### config.mk
export PLATFORM = sky130hd
export DESIGN_NAME = packed_sample_expander_flat
export DESIGN_NICKNAME = d
export VERILOG_FILES = /design/src/rtl/pse_pkg.sv /design/src/rtl/pse_if.sv /design/src/rtl/pse_deposit.sv /design/src/rtl/pse_hdr.sv /design/src/rtl/pse_unpack.sv /design/src/rtl/packed_sample_expander.sv /design/src/flat_wrapper.sv
export VERILOG_INCLUDE_DIRS = /design/src /design/src/rtl
export SDC_FILE = /design/constraint.sdc
export NUM_CORES = 1
export LEC_CHECK = 0
export BUFFER_PORTS_ARGS = -buffer_cell sky130_fd_sc_hd__clkbuf_2
export CAP_MARGIN = 0
export CORE_ASPECT_RATIO = 1.25
export CORE_UTILIZATION = 54
export DETAILED_ROUTE_END_ITERATION = 10
export GPL_TIMING_DRIVEN = 0
export PLACE_DENSITY_LB_ADDON = 0.05
export SYNTH_ARGS = -nofsm -noshare
export SYNTH_HDL_FRONTEND = slang
export SYNTH_SLANG_ARGS = --single-unit
### constraint.sdc
create_clock -name clk -period 4.4 [get_ports clk]
set_clock_uncertainty 0.1 [all_clocks]
set_input_delay 0 -clock clk [delete_from_list [all_inputs] [get_ports clk]]
set_output_delay 0 -clock clk [all_outputs]
set_load 0.05 [all_outputs]
### src/rtl/packed_sample_expander_assert.svh
// Assertion macros used by the packed sample expander RTL.
`ifndef PACKED_SAMPLE_EXPANDER_ASSERT_SVH
`define PACKED_SAMPLE_EXPANDER_ASSERT_SVH

// Same-cycle implication, checked on every rising clk outside reset.
`define PSE_ASSERT_NOW(lbl, ante, cons, msg) \
  lbl: assert property (@(posedge clk) disable iff (rst) (ante) |-> (cons)) else $error(msg);

// Next-cycle implication, checked on every rising clk outside reset.
`define PSE_ASSERT_NEXT(lbl, ante, cons, msg) \
  lbl: assert property (@(posedge clk) disable iff (rst) (ante) |=> (cons)) else $error(msg);

`endif

### src/rtl/pse_pkg.sv
// Types, constants and helper functions of the packed sample expander.
package pse_pkg;

  localparam logic [3:0] FW_ONE   = 4'd1;
  localparam logic [3:0] FW_TWO   = 4'd2;
  localparam logic [3:0] FW_FOUR  = 4'd4;
  localparam logic [3:0] FW_EIGHT = 4'd8;

  typedef enum logic [1:0] {
    HDR_IDLE,
    HDR_MASK,
    HDR_CONST,
    HDR_DATA
  } hdr_pos_t;

  typedef enum logic {
    ST_IDLE,
    ST_EXPAND
  } unpack_state_t;

  typedef struct packed {
    logic [3:0] width;
    logic [7:0] mask;
    logic [7:0] const_bits;
    logic       valid;
  } hdr_t;

  function automatic logic is_valid_width(input logic [7:0] b);
    return (b == {4'd0, FW_ONE}) || (b == {4'd0, FW_TWO}) ||
           (b == {4'd0, FW_FOUR}) || (b == {4'd0, FW_EIGHT});
  endfunction

  // Mask that keeps one packed value of the given width.
  function automatic logic [7:0] value_mask(input logic [3:0] w);
    logic [7:0] m;
    case (w)
      FW_ONE:  m = 8'h01;
      FW_TWO:  m = 8'h03;
      FW_FOUR: m = 8'h0F;
      default: m = 8'hFF;
    endcase
    return m;
  endfunction

  // Number of values in one data byte, minus one.
  function automatic logic [2:0] count_init(input logic [3:0] w);
    logic [2:0] c;
    case (w)
      FW_ONE:  c = 3'd7;
      FW_TWO:  c = 3'd3;
      FW_FOUR: c = 3'd1;
      default: c = 3'd0;
    endcase
    return c;
  endfunction

endpackage

### src/rtl/pse_if.sv
// Valid/ready channel interfaces for payload bytes and rebuilt samples.
interface pse_in_if;
  logic       valid;
  logic       ready;
  logic [7:0] payload_byte;
  logic       packet_start;

  modport source(output valid, output payload_byte, output packet_start, input ready);
  modport sink(input valid, input payload_byte, input packet_start, output ready);
endinterface

interface pse_out_if;
  logic       valid;
  logic       ready;
  logic [7:0] sample;
  logic       last_of_byte;

  modport source(output valid, output sample, output last_of_byte, input ready);
  modport sink(input valid, input sample, input last_of_byte, output ready);
endinterface

### src/rtl/pse_deposit.sv
// Bit deposit of one packed value into the channel mask, ORed with constant bits.
module pse_deposit (
  input  logic [7:0] value,
  input  logic [7:0] mask,
  input  logic [7:0] const_bits,
  output logic [7:0] sample
);

  logic [7:0] dep;
  logic [3:0] src;

  // Each set mask bit, lowest first, takes the next value bit.
  always_comb begin
    dep = 8'd0;
    src = 4'd0;
    for (int b = 0; b < 8; b++) begin
      if (mask[b]) begin
        dep[b] = value[src[2:0]];
        src    = src + 4'd1;
      end
    end
  end

  assign sample = dep | const_bits;

endmodule

### src/rtl/pse_hdr.sv
// Packet header tracker: width, channel mask, constant bits and data gating.
module pse_hdr (
  input  logic          clk,
  input  logic          rst,
  input  logic          accept,
  input  logic [7:0]    payload_byte,
  input  logic          packet_start,
  output pse_pkg::hdr_t hdr,
  output logic          data_go
);
  import pse_pkg::*;

  hdr_pos_t   pos;
  logic [3:0] width;
  logic [7:0] mask;
  logic [7:0] const_bits;
  logic       valid;

  always_ff @(posedge clk) begin
    if (rst) begin
      pos        <= HDR_IDLE;
      width      <= 4'd0;
      mask       <= 8'd0;
      const_bits <= 8'd0;
      valid      <= 1'b0;
    end else if (accept) begin
      if (packet_start) begin
        width <= is_valid_width(payload_byte) ? payload_byte[3:0] : 4'd0;
        valid <= 1'b0;
        pos   <= HDR_MASK;
      end else begin
        unique case (pos)
          HDR_IDLE: begin
          end
          HDR_MASK: begin
            mask <= payload_byte;
            pos  <= HDR_CONST;
          end
          HDR_CONST: begin
            const_bits <= payload_byte;
            valid      <= (width != 4'd0);
            pos        <= HDR_DATA;
          end
          HDR_DATA: begin
          end
        endcase
      end
    end
  end

  assign hdr.width      = width;
  assign hdr.mask       = mask;
  assign hdr.const_bits = const_bits;
  assign hdr.valid      = valid;

  assign data_go = accept && !packet_start && (pos == HDR_DATA) && valid;

endmodule

### src/rtl/pse_unpack.sv
// Sequencer that walks one data byte through the shared deposit unit.
`include "packed_sample_expander_assert.svh"

module pse_unpack (
  input  logic          clk,
  input  logic          rst,
  input  pse_pkg::hdr_t hdr,
  input  logic          data_go,
  input  logic [7:0]    payload_byte,
  output logic          idle,
  pse_out_if.source     samples
);
  import pse_pkg::*;

  unpack_state_t state, state_next;
  logic [7:0]    shreg;
  logic [2:0]    cnt;
  logic          out_valid;
  logic [7:0]    out_sample;
  logic          out_last;
  logic          step;
  logic [7:0]    dep_sample;

  pse_deposit u_deposit (
    .value      (shreg & value_mask(hdr.width)),
    .mask       (hdr.mask),
    .const_bits (hdr.const_bits),
    .sample     (dep_sample)
  );

  // One value moves into the output register whenever that register is free.
  assign step = (state == ST_EXPAND) && (!out_valid || samples.ready);

  always_ff @(posedge clk) begin
    if (rst) begin
      state <= ST_IDLE;
    end else begin
      state <= state_next;
    end
  end

  always_comb begin
    state_next = state;
    unique case (state)
      ST_IDLE: begin
        if (data_go) begin
          state_next = ST_EXPAND;
        end
      end
      ST_EXPAND: begin
        if (step && (cnt == 3'd0)) begin
          state_next = ST_IDLE;
        end
      end
    endcase
  end

  always_ff @(posedge clk) begin
    if (data_go) begin
      shreg <= payload_byte;
      cnt   <= count_init(hdr.width);
    end else if (step) begin
      shreg <= shreg >> hdr.width;
      cnt   <= cnt - 3'd1;
    end
  end

  always_ff @(posedge clk) begin
    if (rst) begin
      out_valid <= 1'b0;
    end else if (step) begin
      out_valid <= 1'b1;
    end else if (samples.ready) begin
      out_valid <= 1'b0;
    end
  end

  always_ff @(posedge clk) begin
    if (step) begin
      out_sample <= dep_sample;
      out_last   <= (cnt == 3'd0);
    end
  end

  assign idle                 = (state == ST_IDLE);
  assign samples.valid        = out_valid;
  assign samples.sample       = out_sample;
  assign samples.last_of_byte = out_last;

  `PSE_ASSERT_NEXT(a_go_expands, data_go && (state == ST_IDLE), state == ST_EXPAND, "data byte did not start expansion")
  `PSE_ASSERT_NEXT(a_last_ends, step && (cnt == 3'd0), (state == ST_IDLE) && out_valid && out_last, "final value did not end the byte")
  `PSE_ASSERT_NOW(a_cnt_bound, state == ST_EXPAND, cnt <= count_init(hdr.width), "value count beyond byte capacity")

endmodule

### src/rtl/packed_sample_expander.sv
// Top level of the packed sample expander: header tracking and byte unpacking.
//
//   channel   role    payload                        beat
//   payload   sink    payload_byte[7:0], packet_start  one packet byte
//   samples   source  sample[7:0], last_of_byte        one rebuilt sample
//
// A data byte of a valid packet is taken and then yields 8/width samples,
// one per cycle while the output register drains; the one shared deposit
// unit sets that rate. No new byte is taken until the last sample of the
// byte has entered the sample register.
// Header bytes and ignored bytes start no unpacking, so payload stays ready.
// payload.ready is low while a byte is being unpacked; a stall on samples holds
// the sample register and pauses the unpacking.
// rst is synchronous and active high; it clears the header and the sequencer.
module packed_sample_expander (
  input  logic       clk,
  input  logic       rst,
  pse_in_if.sink     payload,
  pse_out_if.source  samples
);
  import pse_pkg::*;

  hdr_t hdr;
  logic accept;
  logic data_go;
  logic idle;

  // A beat is taken only while no byte is being unpacked.
  assign payload.ready = idle;
  assign accept        = payload.valid && idle;

  pse_hdr u_hdr (
    .clk          (clk),
    .rst          (rst),
    .accept       (accept),
    .payload_byte (payload.payload_byte),
    .packet_start (payload.packet_start),
    .hdr          (hdr),
    .data_go      (data_go)
  );

  // The header registers change only on an accepted beat, which cannot occur
  // while unpacking, so the unpacker sees a stable mask and width.
  pse_unpack u_unpack (
    .clk          (clk),
    .rst          (rst),
    .hdr          (hdr),
    .data_go      (data_go),
    .payload_byte (payload.payload_byte),
    .idle         (idle),
    .samples      (samples)
  );

endmodule
### src/flat_wrapper.sv
// flat-port wrapper written by rule: the top's interface ports become plain ports
module packed_sample_expander_flat import pse_pkg::*;
  (clk, rst, payload_valid, payload_payload_byte, payload_packet_start, payload_ready, samples_valid, samples_sample, samples_last_of_byte, samples_ready);
  pse_in_if payload_i ();
  pse_out_if samples_i ();
  input  logic clk;
  input  logic rst;
  input wire logic [$bits(payload_i.valid)-1:0] payload_valid;
  input wire logic [$bits(payload_i.payload_byte)-1:0] payload_payload_byte;
  input wire logic [$bits(payload_i.packet_start)-1:0] payload_packet_start;
  output wire logic [$bits(payload_i.ready)-1:0] payload_ready;
  output wire logic [$bits(samples_i.valid)-1:0] samples_valid;
  output wire logic [$bits(samples_i.sample)-1:0] samples_sample;
  output wire logic [$bits(samples_i.last_of_byte)-1:0] samples_last_of_byte;
  input wire logic [$bits(samples_i.ready)-1:0] samples_ready;
  assign payload_i.valid = payload_valid;
  assign payload_i.payload_byte = payload_payload_byte;
  assign payload_i.packet_start = payload_packet_start;
  assign payload_ready = payload_i.ready;
  assign samples_valid = samples_i.valid;
  assign samples_sample = samples_i.sample;
  assign samples_last_of_byte = samples_i.last_of_byte;
  assign samples_i.ready = samples_ready;
  packed_sample_expander u_core (.clk(clk), .rst(rst), .payload(payload_i), .samples(samples_i));
endmodule
After elaboration in Yosys (flattened, before gate mapping)
Cells that the tools add are included.
W data, S select, Z words.
{"block": "totals", "ff_bits": 45, "in_bits": 13, "out_inout_bits": 11, "wordCells": 108}
{"block": "classes", "n_addsub": 7, "magnitude_cmp": 7, "n_eq_ne": 10, "n_shift": 1, "mux": 45, "n_bitwise": 4, "reduce_logical": 23}
{"op": "$lt A3 B4 Y1 const B", "n": 6}
{"op": "$pmux W8 S3", "n": 1}
{"op": "$mux W1", "n": 22}
{"op": "$bmux W1 S3", "n": 7}
{"op": "$mux W3", "n": 7}
{"op": "$mux W8", "n": 2}
{"op": "$add A3 B1 Y3 const B", "n": 4}
{"op": "$pmux W3 S3", "n": 1}
{"op": "$and A8 B8 Y8", "n": 1}
{"op": "$eq A8 B1 Y1 const B", "n": 1}
{"op": "$eq A8 B2 Y1 const B", "n": 1}
{"op": "$eq A8 B3 Y1 const B", "n": 1}
{"op": "$eq A8 B4 Y1 const B", "n": 1}
{"op": "$or A8 B8 Y8", "n": 1}
{"op": "$shr A8 B4 Y8", "n": 1}
{"op": "$logic_and A1 B1 Y1", "n": 6}
{"op": "$reduce_and A2 Y1", "n": 3}
{"op": "$reduce_and A3 Y1", "n": 2}
{"op": "$reduce_bool A2 Y1", "n": 3}
{"op": "$eq A2 B2 Y1 const B", "n": 2}
{"op": "$eq A4 B1 Y1 const B", "n": 1}
{"op": "$eq A4 B2 Y1 const B", "n": 1}
{"op": "$eq A4 B3 Y1 const B", "n": 1}
{"op": "$logic_or A1 B1 Y1", "n": 4}
{"op": "other kinds (14)", "n": 17}

Depth between registers and ports, before layout
Gate-level depths: netlist (run 1).
{"block": "depth", "word_depth": 17, "mapped_depth": 20, "depth_no_buf": 20}

Cells and area by module
From an unflattened synthesis (run 1), not the netlist that was laid out.
{"block": "hier_totals", "cells_unflattened": 276, "hier_area_um2": 2951.6}
{"mod": "pse_unpack", "instances": 1, "cells_per_inst": 104, "area_per_inst_um2": 1223.7, "seq_area_each_um2": 640.6}
{"mod": "pse_hdr", "instances": 1, "cells_per_inst": 86, "area_per_inst_um2": 917.1, "seq_area_each_um2": 460.4}
{"mod": "pse_deposit", "instances": 1, "cells_per_inst": 85, "area_per_inst_um2": 804.5, "seq_area_each_um2": 0.0}
{"mod": "packed_sample_expander", "instances": 1, "cells_per_inst": 1, "area_per_inst_um2": 6.3, "seq_area_each_um2": 0.0}

Least setup slack after synthesis (run 1)
No wires, ideal clock.
{"block": "synth_timing", "path_kind": "reg-to-reg", "from": "register u_core.u_hdr.mask[0]", "to": "register u_core.u_unpack.out_sample[7] (netlist: u_core.u_unpack.samples.sample[7]) (data pin)", "setup_time_ns": 0.261, "arrival_time_ns": 3.877, "required_ns": 4.039, "setup_slack_ns": 0.162, "stages_incl_launch_ff": 16, "path_buffers": 1, "synth_period_minus_slack_ns": 4.238, "path_cell_list": "dfxtp_1 inv_1 ha_1 clkbuf_1 xor2_1 ha_1 nand2b_1 o31ai_1 inv_1 ha_1 nor2_1 o41ai_1 ha_1 mux2i_1 mux2i_1 a221o_1"}
{"block": "synth_between", "elab_chain_len": 17}
{"element": "from (decl)", "line": "pse_hdr.sv:15", "text": "logic [7:0] mask;"}
{"element": "from (signal assigned)", "line": "pse_hdr.sv:36", "text": "mask <= payload_byte;"}
{"element": "$mux W1 *", "line": "pse_deposit.sv:17", "text": "if (mask[b]) begin"}
{"element": "$add A1 B1 Y2", "line": "pse_deposit.sv:19", "text": "src = src + 4'd1;"}
{"element": "$mux W2 *", "line": "pse_deposit.sv:17"}
{"element": "$add A2 B1 Y3", "line": "pse_deposit.sv:19"}
{"element": "$mux W3 *", "line": "pse_deposit.sv:17"}
{"element": "$add A3 B1 Y3", "line": "pse_deposit.sv:19"}
{"element": "$mux W3 *", "line": "pse_deposit.sv:17"}
{"element": "$add A3 B1 Y3", "line": "pse_deposit.sv:19"}
{"element": "(+2 left out)"}
{"element": "$mux W3 *", "line": "pse_deposit.sv:17"}
{"element": "$add A3 B1 Y3", "line": "pse_deposit.sv:19"}
{"element": "$mux W3 *", "line": "pse_deposit.sv:17"}
{"element": "$bmux W1 S3 *", "line": "pse_deposit.sv:18", "text": "dep[b] = value[src[2:0]];"}
{"element": "$mux W1 (implied by the code) *", "line": "pse_deposit.sv:18"}
{"element": "$mux W1 *", "line": "pse_deposit.sv:17"}
{"element": "$or A8 B8 Y8 *", "line": "pse_deposit.sv:24", "text": "assign sample = dep | const_bits;"}
{"element": "net u_core.u_unpack.dep_sample[7]", "line": "pse_unpack.sv:22", "text": "logic [7:0] dep_sample;"}
{"element": "to (signal assigned)", "line": "pse_unpack.sv:80", "text": "out_sample <= dep_sample;"}
{"element": "to (decl)", "line": "pse_unpack.sv:19", "text": "logic [7:0] out_sample;"}
The timed path passes the listed nets; every way through them passes the cells marked *. The select of a mux whose other input is x is not followed.
A chain may end at the register's enable or synchronous reset.

Worst setup path after layout (run 1)
{"block": "layout_timing", "from": "register u_core.u_hdr.mask[1]", "to": "register u_core.u_unpack.out_sample[7] (netlist: u_core.u_unpack.samples.sample[7]) (data pin)"}
{"block": "layout_between", "elab_chain_len": 15}
{"element": "$mux W2 *", "line": "pse_deposit.sv:17"}
{"element": "$add A2 B1 Y3", "line": "pse_deposit.sv:19"}
{"element": "$mux W3 *", "line": "pse_deposit.sv:17"}
{"element": "$add A3 B1 Y3", "line": "pse_deposit.sv:19"}
{"element": "$mux W3 *", "line": "pse_deposit.sv:17"}
{"element": "$add A3 B1 Y3", "line": "pse_deposit.sv:19"}
{"element": "$mux W3 *", "line": "pse_deposit.sv:17"}
{"element": "$add A3 B1 Y3", "line": "pse_deposit.sv:19"}
{"element": "$mux W3 *", "line": "pse_deposit.sv:17"}
{"element": "$add A3 B1 Y3", "line": "pse_deposit.sv:19"}
{"element": "$mux W3 *", "line": "pse_deposit.sv:17"}
{"element": "$bmux W1 S3 *", "line": "pse_deposit.sv:18"}
{"element": "$mux W1 (implied by the code) *", "line": "pse_deposit.sv:18"}
{"element": "$mux W1 *", "line": "pse_deposit.sv:17"}
{"element": "$or A8 B8 Y8 *", "line": "pse_deposit.sv:24"}
{"element": "net u_core.u_unpack.dep_sample[7]", "line": "pse_unpack.sv:22"}
Marked as above.

==> reports/qor.txt, run 1 <==
fin area -> 3360 sq um
worst IR drop on VDD -> 0.261 mV
final wirelength -> 7040 microns
final setup fails -> 0
Period minus WS final -> 4200 ps
Final Util -> 65.6%
Area growth, synth to finish -> 16.0%
actual slew at the worst max-slew pin -> 1130 ps
Die X -> 67.5 microns
overall power -> 0.836 mW
fraction of registers with async set/reset -> 0%
Crit. End Element -> flip-flop
final std cells w/o fill -> 410
synthesis-stage register bit count -> 45
Clock Sinks -> 45
placed cells -> 393
per-cell routed wire length -> 17.2 microns
vias in the first global route -> 2286
IO buf count -> 22
sw frac -> 24.5%
GR Util All Layers -> 26.6%
cell mode on critical path -> ha_1
First DRT Iteration DRCs -> 138
syn_area_per_cell -> 9.37 sq um
buffers and inverters on the worst path -> 2
CP Data Required Time -> 4350 ps
later-pin clock latency in the skew report -> 310 ps
routability congestion estimate -> 0.983
Multi-input gate area -> 1710 sq um
placed cell areas -> 3080 sq um
Slowest-stage cell, CP -> dfxtp_1
status -> finished clean
critical path's top delay family -> adder cells
largest net degree at the start of global routing -> 16
register area -> 1100 sq um
Layout fillers -> 453
Hold WC Path Type -> in -> reg
1st-pass router iterations -> 4
vias per cell -> 5.89
row count -> 29
Tcrit/Tclk final -> 95.5%
clock share of power -> 35.6%
sequential share of power -> 52.5%
DP Wirelength -> 5010 microns
CTS tree -> built
ys flop type -> dfxtp_1
Int Power -> 0.631 mW
Net count, final -> 368
CP Max Fanout -> 11
CP max stage delay -> 420 ps
initial core utilization -> 56.6%
RSZ-0062 raised after global routing -> false
ANT nets after route -> 0
first-pass GRT wire length -> 11200 microns
max cap viols -> 0
Crit Path Class -> reg -> reg
total die area -> 5660 sq um
syn nets -> 330
total number of vias -> 2415
Synthesis Warnings -> 0
share of post-route cells with drive strength above 1 -> 16.1%
power per cell area -> 249 nW/um^2
sequential element share of the synthesized area -> 38.0%
Max Slew Vio Count -> 0
cell count after synthesis -> 309
CORE AREA -> 5120 sq um
commonest non-fill, non-tap cells in the layout -> nor2_1 (36), mux2i_1 (31), nand2_1 (29)
combinational power share -> 11.9%
Hold Vio Cnt, Final -> 0
Clock Tree Root -> clkbuf_8
crit start category -> flip-flop
htree depth -> 2
commonest non-fill, non-tap cell in the layout -> nor2_1
GR Overflow Total -> 0
Clock transition at path regs -> 100 ps
Post-synth EDFFs -> 20
Ports -> 24
n_diodes -> 0
# DRC -> 0
CP cell instances -> inv_1 > ha_4 > xor2_1 > ha_1 > nand2b_1 > o31ai_4 > inv_1 > ha_2 > nand2_1 > o21ai_0 > ha_1 > nand2_1 > o41ai_2 > ha_1 > mux2i_2 > mux2i_1 > a221o_1
initial antenna violation count -> 0
library cells used by synthesis -> 54
Lkg Pwr -> 1.36 nW
Max clock buf depth -> 2
mapped cell area -> 2900 sq um
slew margin rel. -> 24.6%
Switch Pwr -> 0.205 mW
Num CTS Buffers -> 5
die span in y -> 83.9 microns
post-CTS setup buffer count -> 0
fmax -> 238 MHz
Arrival @ worst endpoint -> 4150 ps
routing by layer:
metal	routed length (microns)	vias to the layer above	global-route usage, %	share of wire [%]
met3	280	10	3.96	4.0
met5	0	-	0	0
met1	3060	1152	34.2	43
met4	153	0	10.6	2.2
met2	3540	65	43.7	50
li1	-	1188	-	-
logic make-up after synthesis:
group                    count (synthesis)  share of synthesized area (%)
XOR/XNOR                                13                           5.40
adder cells (fa/ha/maj)                  8                           3.46
AND/OR/NAND/NOR                        106                           16.9
buffers and inverters                   37                           5.19
multiplexers                            41                           16.9
flip-flops                              45                           38.0
AO/OA/AOI/OAI                           59                           14.1
repair_timing:
item | CTS | global route
gates resized for setup | 5 | 9
setup endpoints to repair | 2 | 1
endpoints found under the hold margin | 26 | 0
pin swaps | 0 | 1
hold buffers | 10 | 0
registers in the layout (all words and copies together) (netlist names):
register	cells
u_core.u_unpack.cnt	3
u_core.u_unpack.shreg	8
u_core.u_hdr.width	4
u_core.u_hdr.pos	2
u_core.u_unpack.samples.sample	8
u_core.u_unpack.samples.valid	1
u_core.u_hdr.const_bits	8
u_core.u_unpack.samples.last_of_byte	1
u_core.u_unpack.state	1
u_core.u_hdr.mask	8
u_core.u_hdr.valid	1
stage by stage:
| step | worst slack, ps | hold slack, ps | setup TNS [ps] |
|---|---|---|---|
| floorplan | 162 | -21.3 | 0 |
| global placement | -393 | 151 | -421 |
| detailed placement | -396 | 156 | -432 |
| CTS | 57.9 | 87.4 | 0 |
| global route | 2.96 | 91.9 | 0 |
| finish | 196 | 86.3 | 0 |
cell usage after synthesis (all sizes together) (2+ instances only):
cell / number / share of area (%)
a311oi: 3 / 0.91
mux2: 3 / 1.2
nor2: 36 / 4.7
nand3: 12 / 2.1
and3: 2 / 0.43
xor2: 5 / 1.5
o21ai: 16 / 2.8
o211ai: 3 / 0.78
a31oi: 3 / 0.65
mux4: 6 / 4.7
a21oi: 7 / 1.2
nor3: 4 / 0.69
buf: 5 / 0.99
inv: 16 / 2.1
edfxtp: 20 / 21
and2: 2 / 0.43
nor2b: 8 / 1.7
nand2b: 5 / 1.1
a21o: 4 / 1.0
xnor2: 7 / 3.0
a22o: 4 / 1.2
a211oi: 4 / 1.0
mux2i: 32 / 11
nor4: 3 / 0.65
dfxtp: 25 / 17
clkbuf: 16 / 2.1
ha: 8 / 3.5
a221o: 2 / 0.69
nand2: 29 / 3.8
worst reg2reg max path, cell delays in order (launching register included):
cell      delay (ps)
dfxtp_1          420
inv_1            110
ha_4             350
xor2_1           160
ha_1             240
nand2b_1         200
o31ai_4          140
inv_1            110
ha_2             400
nand2_1           60
o21ai_0           80
ha_1             270
nand2_1          100
o41ai_2          140
ha_1             350
mux2i_2          230
mux2i_1          140
a221o_1          330
area by class of cell:
cell class | instances | area share (%)
multi-input combinational | 227 | 51.0
inverter | 16 | 1.79
timing repair buffer | 32 | 6.26
clock inverter | 2 | 0.484
buffer | 20 | 2.57
clock buffer | 6 | 2.79
sequential | 45 | 32.8
tap | 62 | 2.31
power groups by stage:
stage	sequential [mW]	combinational, mW	clock [mW]
floorplan	0.447	0.0643	0
global placement	0.448	0.0870	0
detailed placement	0.448	0.0888	0
CTS	0.438	0.0966	0.303
global route	0.439	0.108	0.323
finish	0.439	0.0995	0.298
final timing paths:
kind         depth (start not counted)                       start  slack, ps                                 to
max                                 17        u_core.u_hdr.mask[1]        200  u_core.u_unpack.samples.sample[7]
min                                  3     payload_payload_byte[2]         90               u_core.u_hdr.mask[2]
max reg2reg                         17        u_core.u_hdr.mask[1]        200  u_core.u_unpack.samples.sample[7]
min reg2reg                          2  u_core.u_hdr.const_bits[2]        410         u_core.u_hdr.const_bits[2]
(Power assumes the default switching activity.)
==> inputs of run 2 (changes only) <==
--- a/config.mk
+++ b/config.mk
@@ -12,4 +12,5 @@
 export CORE_UTILIZATION = 54
 export DETAILED_ROUTE_END_ITERATION = 10
+export GPL_ROUTABILITY_DRIVEN = 1
 export GPL_TIMING_DRIVEN = 0
 export PLACE_DENSITY_LB_ADDON = 0.05
==> constraint.sdc (replaced) <==
create_clock -name clk -period 4.4 [get_ports clk]
set_clock_uncertainty 0.1 [all_clocks]
set_input_delay 0.22 -clock clk [delete_from_list [all_inputs] [get_ports clk]]
set_output_delay 0.22 -clock clk [all_outputs]
set_load 0.05 [all_outputs]
==> reports/qor.txt, run 2 (same netlist as run 1, synthesis figures left out) <==
status -> finished clean (unchanged)
Ports -> 24 (unchanged)
DP Wirelength -> 5010 microns (unchanged)
1st-pass router iterations -> 4 (unchanged)
Clock Tree Root -> clkbuf_8 (unchanged)
worst IR drop on VDD -> 0.260 mV (was 0.261 mV)
cell mode on critical path -> ha_1 (unchanged)
Period minus WS final -> 4170 ps (was 4200 ps)
CP Max Fanout -> 11 (unchanged)
total die area -> 5660 sq um (unchanged)
ANT nets after route -> 0 (unchanged)
crit start category -> flip-flop (unchanged)
reg-to-reg startpoint -> u_core.u_hdr.mask[1] (unchanged)
fmax -> 240 MHz (was 238 MHz)
die span in y -> 83.9 microns (unchanged)
Tcrit/Tclk final -> 94.7% (was 95.5%)
CP max stage delay -> 400 ps (was 420 ps)
largest net degree at the start of global routing -> 16 (unchanged)
max cap viols -> 0 (unchanged)
buffers and inverters on the worst path -> 2 (unchanged)
Slowest-stage cell, CP -> dfxtp_1 (unchanged)
routability congestion estimate -> 0.983 (unchanged)
Hold Vio Cnt, Final -> 0 (unchanged)
# hold bufs at CTS -> 0 (was 10)
reg2reg path depth -> 17 (unchanged)
initial core utilization -> 56.6% (unchanged)
per-cell routed wire length -> 17.1 microns (was 17.2 microns)
Area growth, synth to finish -> 12.5% (was 16.0%)
CP cell instances -> inv_1 > ha_4 > xor2_1 > ha_1 > nand2b_1 > o31ai_4 > inv_1 > ha_2 > nand2_1 > o21ai_0 > ha_1 > nand2_1 > o41ai_2 > ha_1 > mux2i_2 > mux2i_1 > a221o_1 (unchanged)
fin area -> 3260 sq um (was 3360 sq um)
n_diodes -> 0 (unchanged)
Crit Path Class -> reg -> reg (unchanged)
Clock Sinks -> 45 (unchanged)
power per cell area -> 255 nW/um^2 (was 249 nW/um^2)
Arrival @ worst endpoint -> 4120 ps (was 4150 ps)
GR Layer Usage met1 -> 34.0% (was 34.2%)
Die X -> 67.5 microns (unchanged)
placed cells -> 393 (unchanged)
cell depth of the worst setup path -> 17 (unchanged)
CORE AREA -> 5120 sq um (unchanged)
Num CTS Buffers -> 5 (unchanged)
row count -> 29 (unchanged)
final std cells w/o fill -> 400 (was 410)
start point of the critical path -> u_core.u_hdr.mask[1] (unchanged)
Net count, final -> 358 (was 368)
initial antenna violation count -> 0 (unchanged)
CP Data Required Time -> 4350 ps (about the same)
slew margin rel. -> 25.8% (was 24.6%)
# DRC -> 0 (unchanged)
placed cell areas -> 3080 sq um (unchanged)
Max clock buf depth -> 2 (unchanged)
Max Slew Vio Count -> 0 (unchanged)
RSZ-0062 raised after global routing -> false (unchanged)
vias per cell -> 5.94 (was 5.89)
IO buf count -> 22 (unchanged)
GR Util All Layers -> 26.3% (was 26.6%)
later-pin clock latency in the skew report -> 310 ps (about the same)
Layout fillers -> 463 (was 453)
first-pass GRT wire length -> 11000 microns (was 11200 microns)
final wirelength -> 6860 microns (was 7040 microns)
Lkg Pwr -> 1.32 nW (was 1.36 nW)
share of post-route cells with drive strength above 1 -> 16.6% (was 16.1%)
FF-to-FF setup slack -> 230 ps (was 200 ps)
CTS tree -> built (unchanged)
vias in the first global route -> 2232 (was 2286)
total number of vias -> 2376 (was 2415)
commonest non-fill, non-tap cells in the layout -> nor2_1 (36), mux2i_1 (31), nand2_1 (29) (unchanged)
Worst Setup EP -> u_core.u_unpack.samples.sample[7] (unchanged)
Crit. End Element -> flip-flop (unchanged)
Hold WC Path Type -> in -> reg (unchanged)
First DRT Iteration DRCs -> 166 (was 138)
GRT busiest layer -> met2 (unchanged)
M3 GR Usage -> 3.55% (was 3.96%)
met2 usage in global routing -> 43.0% (was 43.7%)
final setup fails -> 0 (unchanged)
Clock transition at path regs -> 100 ps (about the same)
critical path's top delay family -> adder cells (unchanged)
actual slew at the worst max-slew pin -> 1110 ps (was 1130 ps)
commonest non-fill, non-tap cell in the layout -> nor2_1 (unchanged)
r2r endpoint -> u_core.u_unpack.samples.sample[7] (unchanged)
htree depth -> 2 (unchanged)
GR Overflow Total -> 0 (unchanged)
-- run 2: report_power, final --
group | total [mW] | switching, mW | internal (mW) | leakage [nW]
Combinational | 0.0927 | 0.0506 | 0.0421 | 0.874
Clock | 0.300 | 0.153 | 0.147 | 0.0525
Sequential | 0.438 | 0.00256 | 0.436 | 0.391
-- run 2: worst min-delay path by stage --
| stage | startpoint | endpoint | slack, ps | cells after the start |
|---|---|---|---|---|
| after floorplan | rst | u_core.u_unpack.state | 200 | 1 |
| after global placement | u_core.u_hdr.const_bits[1] | u_core.u_hdr.const_bits[1] | 370 | 2 |
| after detailed placement | rst | u_core.u_unpack.state | 380 | 2 |
| after CTS | rst | u_core.u_unpack.state | 50 | 2 |
| after global routing | rst | u_core.u_unpack.state | 60 | 2 |
| final | rst | u_core.u_unpack.state | 40 | 2 |
-- run 2: final cells by class --
type                            count  area, sq um  area share, %
Multi-Input combinational cell    227         1710           52.5
Inverter                           16         60.1           1.84
Timing Repair Buffer               22          110           3.38
Buffer                             20         86.3           2.65
Sequential cell                    45         1100           33.8
Clock buffer                        6         93.8           2.88
Clock inverter                      2         16.3          0.499
Tap cell                           62         77.6           2.38
-- run 2: metrics by stage --
| stage | power, mW | util (%) | worst slack (ps) | TNS [ps] | hold slack [ps] |
|---|---|---|---|---|---|
| after floorplan | 0.512 | - | 162 | 0 | 199 |
| after detailed placement | 0.537 | 60.3 | -396 | -432 | 376 |
| after CTS | 0.831 | 62.7 | 57.9 | 0 | 46.9 |
| after global placement | 0.535 | 60.3 | -393 | -421 | 370 |
| after global routing | 0.861 | 63.7 | 24.7 | 0 | 55.9 |
| final | 0.831 | 63.7 | 231 | 0 | 41.5 |
-- run 2: layer usage --
| layer | part of all wire (%) | vias up |
|---|---|---|
| met5 | 0 | - |
| met4 | 2.4 | 0 |
| met3 | 2.2 | 13 |
| met2 | 50 | 44 |
| met1 | 45 | 1145 |
| li1 | - | 1174 |
-- run 2: what timing repair did --
item / CTS / global route
cloned: 0 / 0
buffers inserted: 0 / 0
setup endpoints to repair: 2 / 1
pin swaps: 0 / 1
gates resized for setup: 5 / 9
==> inputs of run 3 (changes only) <==
Settings changed: CORE_ASPECT_RATIO 1.25 to 0.9, SKIP_CTS_REPAIR_TIMING set to 1.
==> reports/qor.txt, run 3 (same netlist as run 1, synthesis figures left out) <==
First DRT Iteration DRCs -> 172 (was 166)
Switch Pwr -> 0.193 mW (was 0.206 mW)
Area growth, synth to finish -> 10.8% (was 12.5%)
clock share of power -> 32.5% (was 36.1%)
vias in the first global route -> 2200 (was 2232)
initial core utilization -> 58.1% (was 56.6%)
Final Worst Setup Slack -> 309 ps (was 231 ps)
Hold Vio Cnt, Final -> 0 (unchanged)
Crit. End Element -> flip-flop (unchanged)
Tcrit/Tclk final -> 93.0% (was 94.7%)
actual slew at the worst max-slew pin -> 1280 ps (was 1110 ps)
Num CTS Buffers -> 5 (unchanged)
CP Max Fanout -> 7 (was 11)
CORE AREA -> 4980 sq um (was 5120 sq um)
CTS tree -> built (unchanged)
final setup fails -> 0 (unchanged)
Arrival @ worst endpoint -> 4030 ps (was 4120 ps)
Multi-input gate area -> 1690 sq um (was 1710 sq um)
M3 GR Usage -> 4.08% (was 3.55%)
sequential share of power -> 56.0% (was 52.8%)
initial antenna violation count -> 0 (unchanged)
DP Wirelength -> 4840 microns (was 5010 microns)
RSZ-0062 raised after global routing -> false (unchanged)
htree depth -> 2 (unchanged)
largest net degree at the start of global routing -> 14 (was 16)
CP Data Required Time -> 4340 ps (was 4350 ps)
total number of vias -> 2374 (was 2376)
later-pin clock latency in the skew report -> 290 ps (was 310 ps)
die span in y -> 71.5 microns (was 83.9 microns)
total die area -> 5660 sq um (about the same)
GRT busiest layer -> met2 (unchanged)
Setup TNS -> 0 ps (unchanged)
Clock Tree Root -> clkbuf_8 (unchanged)
ANT nets after route -> 0 (unchanged)
Min-Delay Path Depth -> 2 (unchanged)
share of post-route cells with drive strength above 1 -> 15.7% (was 16.6%)
Die X -> 79.2 microns (was 67.5 microns)
Int Power -> 0.590 mW (was 0.625 mW)
met2 usage in global routing -> 40.5% (was 43.0%)
commonest non-fill, non-tap cell in the layout -> nor2_1 (unchanged)
sw frac -> 24.7% (was 24.8%)
power per cell area -> 244 nW/um^2 (was 255 nW/um^2)
Period minus WS final -> 4090 ps (was 4170 ps)
Max clock buf depth -> 2 (unchanged)
Final Util -> 64.4% (was 63.7%)
per-cell routed wire length -> 16.7 microns (was 17.1 microns)
combinational power share -> 11.5% (was 11.1%)
fin area -> 3210 sq um (was 3260 sq um)
GR Layer Usage met1 -> 37.2% (was 34.0%)
register area -> 1100 sq um (unchanged)
Ports -> 24 (unchanged)
reg2reg path depth -> 15 (was 17)
crit start category -> flip-flop (unchanged)
Clock transition at path regs -> 90 ps (was 100 ps)
Net count, final -> 358 (unchanged)
Layout fillers -> 458 (was 463)
Max Slew Vio Count -> 0 (unchanged)
vias per cell -> 5.89 (was 5.94)
GR Util All Layers -> 25.5% (was 26.3%)
Lkg Pwr -> 1.30 nW (was 1.32 nW)
final wirelength -> 6750 microns (was 6860 microns)
final hold slack -> 64.0 ps (was 41.5 ps)
first-pass GRT wire length -> 10900 microns (was 11000 microns)
commonest non-fill, non-tap cells in the layout -> nor2_1 (36), mux2i_1 (31), nand2_1 (29) (unchanged)
row count -> 24 (was 29)
GR Overflow Total -> 0 (unchanged)
Crit Path Class -> reg -> reg (unchanged)
placed cell areas -> 3090 sq um (was 3080 sq um)
Clock Sinks -> 45 (unchanged)
status -> finished clean (unchanged)
dpl ws -> -365 ps (was -396 ps)
IO buf count -> 22 (unchanged)
max cap viols -> 0 (unchanged)
worst IR drop on VDD -> 0.221 mV (was 0.260 mV)
fmax -> 244 MHz (was 240 MHz)
slew margin rel. -> 14.1% (was 25.8%)
Hold WC Path Type -> in -> reg (unchanged)
n_diodes -> 0 (unchanged)
routability congestion estimate -> 0.962 (was 0.983)
# DRC -> 0 (unchanged)
1st-pass router iterations -> 4 (unchanged)
-- run 3: changes by cell type in the layout (fill, tap and decap cells not counted), sizes merged --
cell,previous run,this run
clkbuf,43,44
clkinv,1,0
-- run 3: power by group through the flow --
stage                     clock network (mW)  registers [mW]  logic [mW]
after floorplan                            0           0.447      0.0643
after global placement                     0           0.448      0.0864
after detailed placement                   0           0.448      0.0876
after CTS                              0.259           0.438      0.0880
after global routing                   0.277           0.439      0.0993
final                                  0.254           0.438      0.0903
-- run 3: final timing paths --
check	from	end	slack [ps]
min	rst	u_core.u_unpack.state	60
max reg2reg	u_core.u_hdr.mask[0]	u_core.u_unpack.samples.sample[7]	310
min reg2reg	u_core.u_hdr.const_bits[0]	u_core.u_hdr.const_bits[0]	410
max	u_core.u_hdr.mask[0]	u_core.u_unpack.samples.sample[7]	310
-- run 3: layout make-up --
class | count | share of cell area, %
clock inverters | 1 | 0.234
repair buffers | 22 | 3.43
plain buffers | 20 | 2.69
well taps | 65 | 2.53
inverters | 16 | 1.87
multi-input cells | 227 | 52.5
clock buffers | 7 | 2.38
flip-flops and latches | 45 | 34.3
-- run 3: per-stage QoR --
step	total power, mW	cells
6_report	0.783	403
5_1_grt	0.815	403
4_1_cts	0.785	404
3_5_place_dp	0.536	396
3_3_place_gp	0.534	396
2_1_floorplan	0.512	309
-- run 3: metal layers --
| metal | wire [microns] | share of wire (%) | vias up |
|---|---|---|---|
| met3 | 451 | 6.7 | 2 |
| met5 | 0 | 0 | - |
| li1 | - | - | 1168 |
| met4 | 27 | 0.40 | 0 |
| met1 | 3240 | 48 | 1127 |
| met2 | 3030 | 45 | 77 |
-- run 3: critical path, cell delays in order, from the launching register on --
cell and delay, ps:
dfxtp_2 390, ha_2 270, nor2b_4 210, nor2_1 70
inv_1 60, ha_1 220, nand2b_1 170, o31ai_2 150
inv_1 130, ha_1 400, nor2_1 80, o41ai_2 560
ha_1 360, mux2i_2 220, mux2i_1 130, a221o_1 330
